## src/rtl/scd_pkg.sv

```systemverilog
// Package for the serial clock divider search.
// Holds the field widths, search limits and the slot type shared by the divider chain.
// No dependencies.
`default_nettype none

package scd_pkg;

    localparam int HZ_W           = 30;
    localparam int PRE_W          = 5;
    localparam int DIV_W          = 7;
    localparam int WORD_W         = 32;
    localparam int PROD_W         = 12;
    localparam int SUM_W          = HZ_W + 1;
    localparam int MAX_PRESCALE_D = 16;
    localparam int MAX_DIVISOR_D  = 64;
    localparam int MIN_DIVISOR    = 2;
    localparam logic [HZ_W-1:0] SRC_RESET = HZ_W'(40000000);
    localparam logic [WORD_W-1:0] BYPASS_WORD = 32'h8000_0000;

    typedef struct packed {
        logic              valid;
        logic              first;
        logic              last;
        logic              bypass;
        logic [HZ_W-1:0]   target;
        logic [DIV_W-1:0]  n;
        logic [PRE_W-1:0]  pre;
    } slot_t;

endpackage

`default_nettype wire

```

## src/rtl/scd_div_cell.sv

```systemverilog
// One restoring division cell: produces one quotient bit per beat.
// Depends on scd_pkg for the slot type.
`default_nettype none

module scd_div_cell #(
    parameter int NW = 30,
    parameter int DW = 7
) (
    input  wire logic           clk,
    input  wire logic           rst_n,
    input  wire logic           en,
    input  wire logic [DW-1:0]  rem_i,
    input  wire logic [NW-1:0]  dvd_i,
    input  wire logic [NW-1:0]  quo_i,
    input  wire logic [DW-1:0]  den_i,
    input  wire scd_pkg::slot_t side_i,
    output logic [DW-1:0]       rem_o,
    output logic [NW-1:0]       dvd_o,
    output logic [NW-1:0]       quo_o,
    output logic [DW-1:0]       den_o,
    output scd_pkg::slot_t      side_o
);
    import scd_pkg::*;

    logic [DW:0]   shifted;
    logic [DW:0]   diff;
    logic          ge;
    logic [DW-1:0] rem_next;

    always_comb
    begin
        shifted  = {rem_i, dvd_i[NW-1]};
        diff     = shifted - {1'b0, den_i};
        ge       = (shifted >= {1'b0, den_i});
        rem_next = ge ? diff[DW-1:0] : shifted[DW-1:0];
    end

    always_ff @(posedge clk or negedge rst_n)
    begin
        if (!rst_n)
        begin
            side_o <= '0;
        end
        else if (en)
        begin
            side_o <= side_i;
        end
    end

    always_ff @(posedge clk)
    begin
        if (en)
        begin
            rem_o <= rem_next;
            dvd_o <= {dvd_i[NW-2:0], 1'b0};
            quo_o <= {quo_i[NW-2:0], ge};
            den_o <= den_i;
        end
    end

endmodule

`default_nettype wire

```

## src/rtl/scd_div_pipe.sv

```systemverilog
// Chain of restoring division cells, one quotient bit per cell.
// Depends on scd_pkg and scd_div_cell.
`default_nettype none

module scd_div_pipe #(
    parameter int NW = 30,
    parameter int DW = 7
) (
    input  wire logic           clk,
    input  wire logic           rst_n,
    input  wire logic           en,
    input  wire logic [NW-1:0]  dvd_i,
    input  wire logic [DW-1:0]  den_i,
    input  wire scd_pkg::slot_t side_i,
    output logic [NW-1:0]       quo_o,
    output scd_pkg::slot_t      side_o
);
    import scd_pkg::*;

    logic [DW-1:0] rem_w  [NW+1];
    logic [NW-1:0] dvd_w  [NW+1];
    logic [NW-1:0] quo_w  [NW+1];
    logic [DW-1:0] den_w  [NW+1];
    slot_t         side_w [NW+1];

    assign rem_w[0]  = '0;
    assign dvd_w[0]  = dvd_i;
    assign quo_w[0]  = '0;
    assign den_w[0]  = den_i;
    assign side_w[0] = side_i;

    for (genvar i = 0; i < NW; i++)
    begin : g_cell
        scd_div_cell #(
            .NW(NW),
            .DW(DW)
        ) u_cell (
            .clk   (clk),
            .rst_n (rst_n),
            .en    (en),
            .rem_i (rem_w[i]),
            .dvd_i (dvd_w[i]),
            .quo_i (quo_w[i]),
            .den_i (den_w[i]),
            .side_i(side_w[i]),
            .rem_o (rem_w[i+1]),
            .dvd_o (dvd_w[i+1]),
            .quo_o (quo_w[i+1]),
            .den_o (den_w[i+1]),
            .side_o(side_w[i+1])
        );
    end

    assign quo_o  = quo_w[NW];
    assign side_o = side_w[NW];

endmodule

`default_nettype wire

```

## config.mk

```make
export PLATFORM = sky130hd
export DESIGN_NAME = scd_div_pipe
export DESIGN_NICKNAME = d
export VERILOG_FILES = /design/src/rtl/scd_pkg.sv /design/src/rtl/scd_div_cell.sv /design/src/rtl/scd_div_pipe.sv
export SDC_FILE = /design/constraint.sdc
export NUM_CORES = 2
export LEC_CHECK = 0
export BUFFER_PORTS_ARGS = -buffer_cell sky130_fd_sc_hd__buf_2
export CELL_PAD_IN_SITES_DETAIL_PLACEMENT = 1
export CELL_PAD_IN_SITES_GLOBAL_PLACEMENT = 1
export CORE_AREA = 8 8 445 447
export DETAILED_ROUTE_END_ITERATION = 7
export DIE_AREA = 0 0 453 455
export GPL_TIMING_DRIVEN = 0
export MAX_ROUTING_LAYER = met4
export PLACE_DENSITY_LB_ADDON = 0.2
export SYNTH_ARGS = -nofsm -noshare
export SYNTH_HDL_FRONTEND = slang
export SYNTH_SLANG_ARGS = --single-unit
```

## constraint.sdc

```tcl
create_clock -name clk -period 3.1 [get_ports clk]
set_input_delay 0.155 -clock clk [delete_from_list [all_inputs] [get_ports clk]]
set_output_delay 0.155 -clock clk [all_outputs]
set_load 0.01 [all_outputs]
```

# Yosys cells after proc, flatten, opt, wreduce, memory -nomap -nowiden
# Index checks and enable logic that the tools add are counted.
[totals] reg_bits=2686 latch_bits=0 ram_bits=0 rom_bits=0 output_inout_bits=76 n_memories=0
[op_classes] add_sub_neg=29 multipliers=0 n_div=0 magnitude_cmp=30 eq_ne=0 shifts=0 mux=29 n_bitwise=0 n_reduce_logical=0
[op_table] op="$ge 8x7->1" n=29
[op_table] op="$mux 7" n=28
[op_table] op="$sub 7x7->7" n=28
[op_table] op="$ge 1x7->1" n=1
[op_table] op="$sub 1x7->7" n=1
[op_table] op="$mux 1" n=1

# Logic depth before layout (Yosys ltp)
[depth] ltp_word=2 mapped_depth=9 mapped_depth_nobuf=8

# Cells and area by module
# Synthesis repeated with hierarchy kept, for this count alone.
[hier_totals] cells_unflattened=6901 hier_area_um2=130556.5
[modules_own_cells] module="scd_div_cell (g_cell[1].u_cell ...)" n_inst=16 cells_each=230 area_each_um2=4361.7 seq_area_each_um2=3343.2
[modules_own_cells] module="scd_div_cell (g_cell[0].u_cell ...)" n_inst=14 cells_each=230 area_each_um2=4340.4 seq_area_each_um2=3343.2
[modules_own_cells] module="scd_div_pipe" n_inst=1 cells_each=1 area_each_um2=3.8 seq_area_each_um2=0.0

# Least setup slack after synthesis
# No wires, ideal clock.
[synth_path] path_kind="flip-flop to flip-flop" startpoint="register g_cell[12].u_cell.den_o[0]" endpoint="register g_cell[13].u_cell.rem_o[2], data pin" setup_ns=0.260 arrival_ns=2.165 required_time_ns=2.840 setup_slack_ns=0.675 path_stages_with_launch=8 n_path_buf=0 path_cell_list="edfxtp_1 > ha_1 > fa_1 > nand2b_1 > a21oi_1 > and4bb_2 > o21ai_4 > mux2_2"
[synth_between] elab_chain_len=2
[synth_lines] element="from (decl)" line="scd_div_cell.sv:20" rtl="output logic [DW-1:0] den_o,"
[synth_lines] element="from (signal assigned)" line="scd_div_cell.sv:57" rtl="den_o <= den_i;"
[synth_lines] element="$ge 8x7->1" line="scd_div_cell.sv:34" rtl="ge = (shifted >= {1'b0, den_i});"
[synth_lines] element="via g_cell[13].u_cell.ge" line="scd_div_cell.sv:27" rtl="logic ge;"
[synth_lines] element="$mux 7" line="scd_div_cell.sv:35" rtl="rem_next = ge ? diff[DW-1:0] : shifted[DW-1:0];"
[synth_lines] element="via g_cell[13].u_cell.rem_next[2]" line="scd_div_cell.sv:28" rtl="logic [DW-1:0] rem_next;"
[synth_lines] element="to (signal assigned)" line="scd_div_cell.sv:54" rtl="rem_o <= rem_next;"
[synth_lines] element="to (decl)" line="scd_div_cell.sv:17" rtl="output logic [DW-1:0] rem_o,"
# The timed path passes the listed nets, and every way through them passes these cells.
# A chain may end at the register's enable or synchronous reset.

# Worst setup path after layout
[layout_path] startpoint="input en" endpoint="register g_cell[13].u_cell.side_o[21] in the netlist's numbering"
[layout_rtl] element="from (decl)" line="scd_div_pipe.sv:11" rtl="input wire logic en,"
[layout_rtl] element="to (signal assigned)" line="scd_div_cell.sv:46" rtl="side_o <= side_i;"
[layout_rtl] element="to (decl)" line="scd_div_cell.sv:21" rtl="output scd_pkg::slot_t side_o"
# No word-level cell between the ends.

==> key figures <==
Run status
  – Status: finished with violations
  – Failing checks: negative hold slack

Synth
  – Cells after synthesis: 5908
  – Synth top cells by count: 1511 x mux2_2, 1380 x dfrtp_1, 1306 x edfxtp_1, 293 x inv_1
  – Area contributors post-synth: edfxtp_1 38%, dfrtp_1 34%, mux2_2 17%
  – Synth top area share: 38.3%
  – Largest area contributor in the netlist: edfxtp_1
  – Yosys cell types: 47
  – Post-synth EDFFs: 1306
  – Synth async-reset ratio: 51.4%
  – Post-Syn Nets: 6227
  – Most frequent cell after synthesis: mux2_2
  – Post-Syn Area: 102000 um^2
  – Synthesized area per cell: 17.3 um^2
  – Synth Flop Type: dfrtp_1
  – Register area share after synthesis: 72.1%
  – Register bit total from synthesis: 2686
  – Synthesis Warnings: 0

STA
  – Final Hold Slack: -0.648 ns
  – RSZ-0062 raised after global routing: no
  – Slew HR: 24.7%
  – Worst Skew: 0.0372 ns
  – Final Hold Viols: 170
  – Max Fclk: 344 MHz
  – Fin crit share: 93.9%
  – Min Clock Period, post-route: 2.91 ns
  – Final setup vio count: 0
  – Slew at the pin closest to its max-slew limit: 1.13 ns
  – Final slew viol count: 0

Final layout
  – Area grow syn2layout: 14.6%
  – Fin cells: 9273
  – Fill cells: 16600
  – Register Area: 73800 um^2
  – Area occupied by multi-input gates: 26600 um^2
  – Fin nets: 6857
  – Fraction of layout cells with a size suffix above 1: 33.4%

Setup path
  – Worst Path Max Fanout: 95
  – Crit path DAT: 3.68 ns
  – Worst path buffer plus inverter count: 6
  – Crit end category: register
  – Worst reg2reg setup slack: 0.27 ns
  – CP peak stage delay: 0.75 ns
  – R2R cell count: 7
  – Reg2Reg Launch Point: g_cell[15].u_cell.den_o[0]
  – Startpoint Class: input port
  – WP data required: 3.87 ns
  – Critical Path Slowest Stage Cell: clkbuf_1
  – Reg2reg end: g_cell[16].u_cell.rem_o[6]
  – Critical Path Start: en
  – CP Class: in -> reg
  – CP delay by family, top: buffers and inverters
  – Crit-path cells: dlygate4sd3_1, buf_12, clkbuf_1, buf_2, clkbuf_1, buf_2, mux2_2

Floorplanning
  – IO Count: 162
  – Die Ht: 455 um
  – Core area: 191000 um^2
  – Row count: 161
  – Die Area: 206000 um^2
  – Initial cell density of the core: 53.5%
  – DIE WIDTH: 453 um

Power
  – Pint: 78300 uW
  – Logic pwr share: 19.3%
  – Sw Share: 26.3%
  – Peak supply drop: 0.537 mV
  – Clock share of power: 30.5%
  – Net Switching: 27900 uW
  – Seq pwr share: 50.2%
  – PwrDens: 906 nW/um^2
  – Final Power: 106000 uW
  – Static leakage: 0.0486 uW

Drt
  – WL per Instance: 20.0 um
  – 1st-pass router iterations: 6
  – Detailed Route Iter0 Violations: 2363
  – DRT antenna net count: 0
  – Via count: 49900
  – DR DRC count: 0
  – Avg Vias per Cell: 5.38
  – Drt total wl: 185 mm

Global route
  – GR Util All Layers: 18.8%
  – Antenna violations before repair: 2
  – First-pass GRT wire length: 305 mm
  – Largest net degree at the start of global routing: 188
  – Vias in the first global route: 55700
  – Total global routing overflow: 0

CTS
  – Max Root-Sink Buffers: 4
  – Num Clock Sinks: 2686
  – Num CTS Buffers: 291
  – Hold Buf Count CTS: 159
  – Clk pin slew, worst setup/hold paths: 0.06 ns
  – Setup Buffers After CTS: 0
  – CTS tree: yes
  – Root Buffer: clkbuf_16
  – H-tree Lvls: 5
  – Worst skew pair latency: 0.91 ns

Flow run
  – Max-cap violations: 0

Placement
  – Post-DP HPWL: 117 mm
  – Placed cells: 8612
  – PortBufs: 161
  – Placer congestion estimate: 0.811

Hold path
  – Worst min-delay path class: in -> async
## per-stage QoR
stage	setup WS [ns]	util, %	TNS [ns]	hold slack [ns]	area, um^2
6_report	0.189	61.3	0	-0.648	117000
5_1_grt	0.0626	61.3	0	-0.642	117000
2_1_floorplan	0.675	-	0	-0.141	102000
3_5_place_dp	-0.524	55.9	-110.33	0.332	107000
3_3_place_gp	-28.58	55.6	-	0.331	106000
4_1_cts	0.0348	61.3	0	-0.671	117000
## cells by family after synthesis
group           Yosys count  share of synthesized area [%]
buf+inv                 469                           1.91
compound gates          365                           2.51
simple gates            522                           2.64
flops                  2686                           72.1
xor+xnor                 31                          0.265
fa+ha+maj               233                           3.06
mux                    1602                           17.5
## cells in the final DEF, fill, tap and decap left out, types with 26 or more instances in the layout
| cell type | n |
|---|---|
| mux2_2 | 1511 |
| dfrtp_1 | 1380 |
| edfxtp_1 | 1306 |
| buf_2 | 310 |
| clkbuf_16 | 301 |
| inv_1 | 293 |
| nor2_1 | 205 |
| ha_1 | 205 |
| dlygate4sd3_1 | 159 |
| a21oi_1 | 97 |
| clkbuf_1 | 95 |
| o21ai_0 | 86 |
| mux2i_1 | 82 |
| nor3_1 | 45 |
| a311o_1 | 44 |
| nand2b_1 | 39 |
| clkinv_2 | 39 |
| nand3b_1 | 37 |
| o2111ai_1 | 36 |
| nand2_1 | 35 |
| nor2b_1 | 32 |
| nand4_1 | 28 |
| o21a_1 | 28 |
| xnor2_1 | 28 |
| fa_1 | 28 |
| clkbuf_8 | 28 |
| clkinv_1 | 26 |
## power by group through the flow
stage / logic, uW / clock network, uW / registers, uW
final: 20500 / 32400 / 53400
after global routing: 22600 / 34700 / 54600
after CTS: 20700 / 33400 / 53500
after detailed placement: 20200 / 0 / 54000
after global placement: 18700 / 0 / 54300
after floorplan: 15800 / 0 / 51300
## cell type report
| cell class | instances | share of cell area, % |
|---|---|---|
| diodes | 1 | 0.00213 |
| flip-flops and latches | 2686 | 62.9 |
| multi-input cells | 2753 | 22.7 |
| plain buffers | 176 | 0.726 |
| well taps | 2526 | 2.70 |
| clock buffers | 412 | 7.02 |
| clock inverters | 89 | 0.574 |
| repair buffers | 337 | 2.47 |
| inverters | 293 | 0.938 |
## per-layer routing
| layer | share of wire [%] | global-route usage (%) | vias up |
|---|---|---|---|
| met5 | 0 | - | - |
| met4 | 3.0 | 5.78 | 0 |
| met3 | 3.4 | 3.53 | 378 |
| met2 | 53 | 32.9 | 664 |
| met1 | 41 | 22.2 | 25800 |
| li1 | - | - | 23100 |
## state kept, by name, summed over array words and instances, names as in the netlist
| register | count |
|---|---|
| g_cell.u_cell.side_o | 1380 |
| g_cell.u_cell.quo_o | 465 |
| g_cell.u_cell.rem_o | 203 |
| g_cell.u_cell.den_o | 203 |
| g_cell.u_cell.dvd_o | 435 |
## how the worst max path moves through the flow
| stage | end | slack [ns] | cells past startpoint |
|---|---|---|---|
| finish | g_cell[13].u_cell.side_o[21] | 0.19 | 7 |
| global route | g_cell[13].u_cell.side_o[21] | 0.06 | 7 |
| CTS | g_cell[0].u_cell.side_o[1] | 0.03 | 7 |
| detailed placement | g_cell[1].u_cell.side_o[4] | -0.52 | 6 |
| global placement | g_cell[1].u_cell.side_o[11] | -28.58 | 1 |
| floorplan | g_cell[13].u_cell.rem_o[2] | 0.68 | 7 |
## timing repair
action / CTS / global route
resized for setup: 0 / 3
hold endpoints to repair: 328 / 147
endpoints found under the setup margin: 0 / 24
Power figures use the tool's default switching activity.
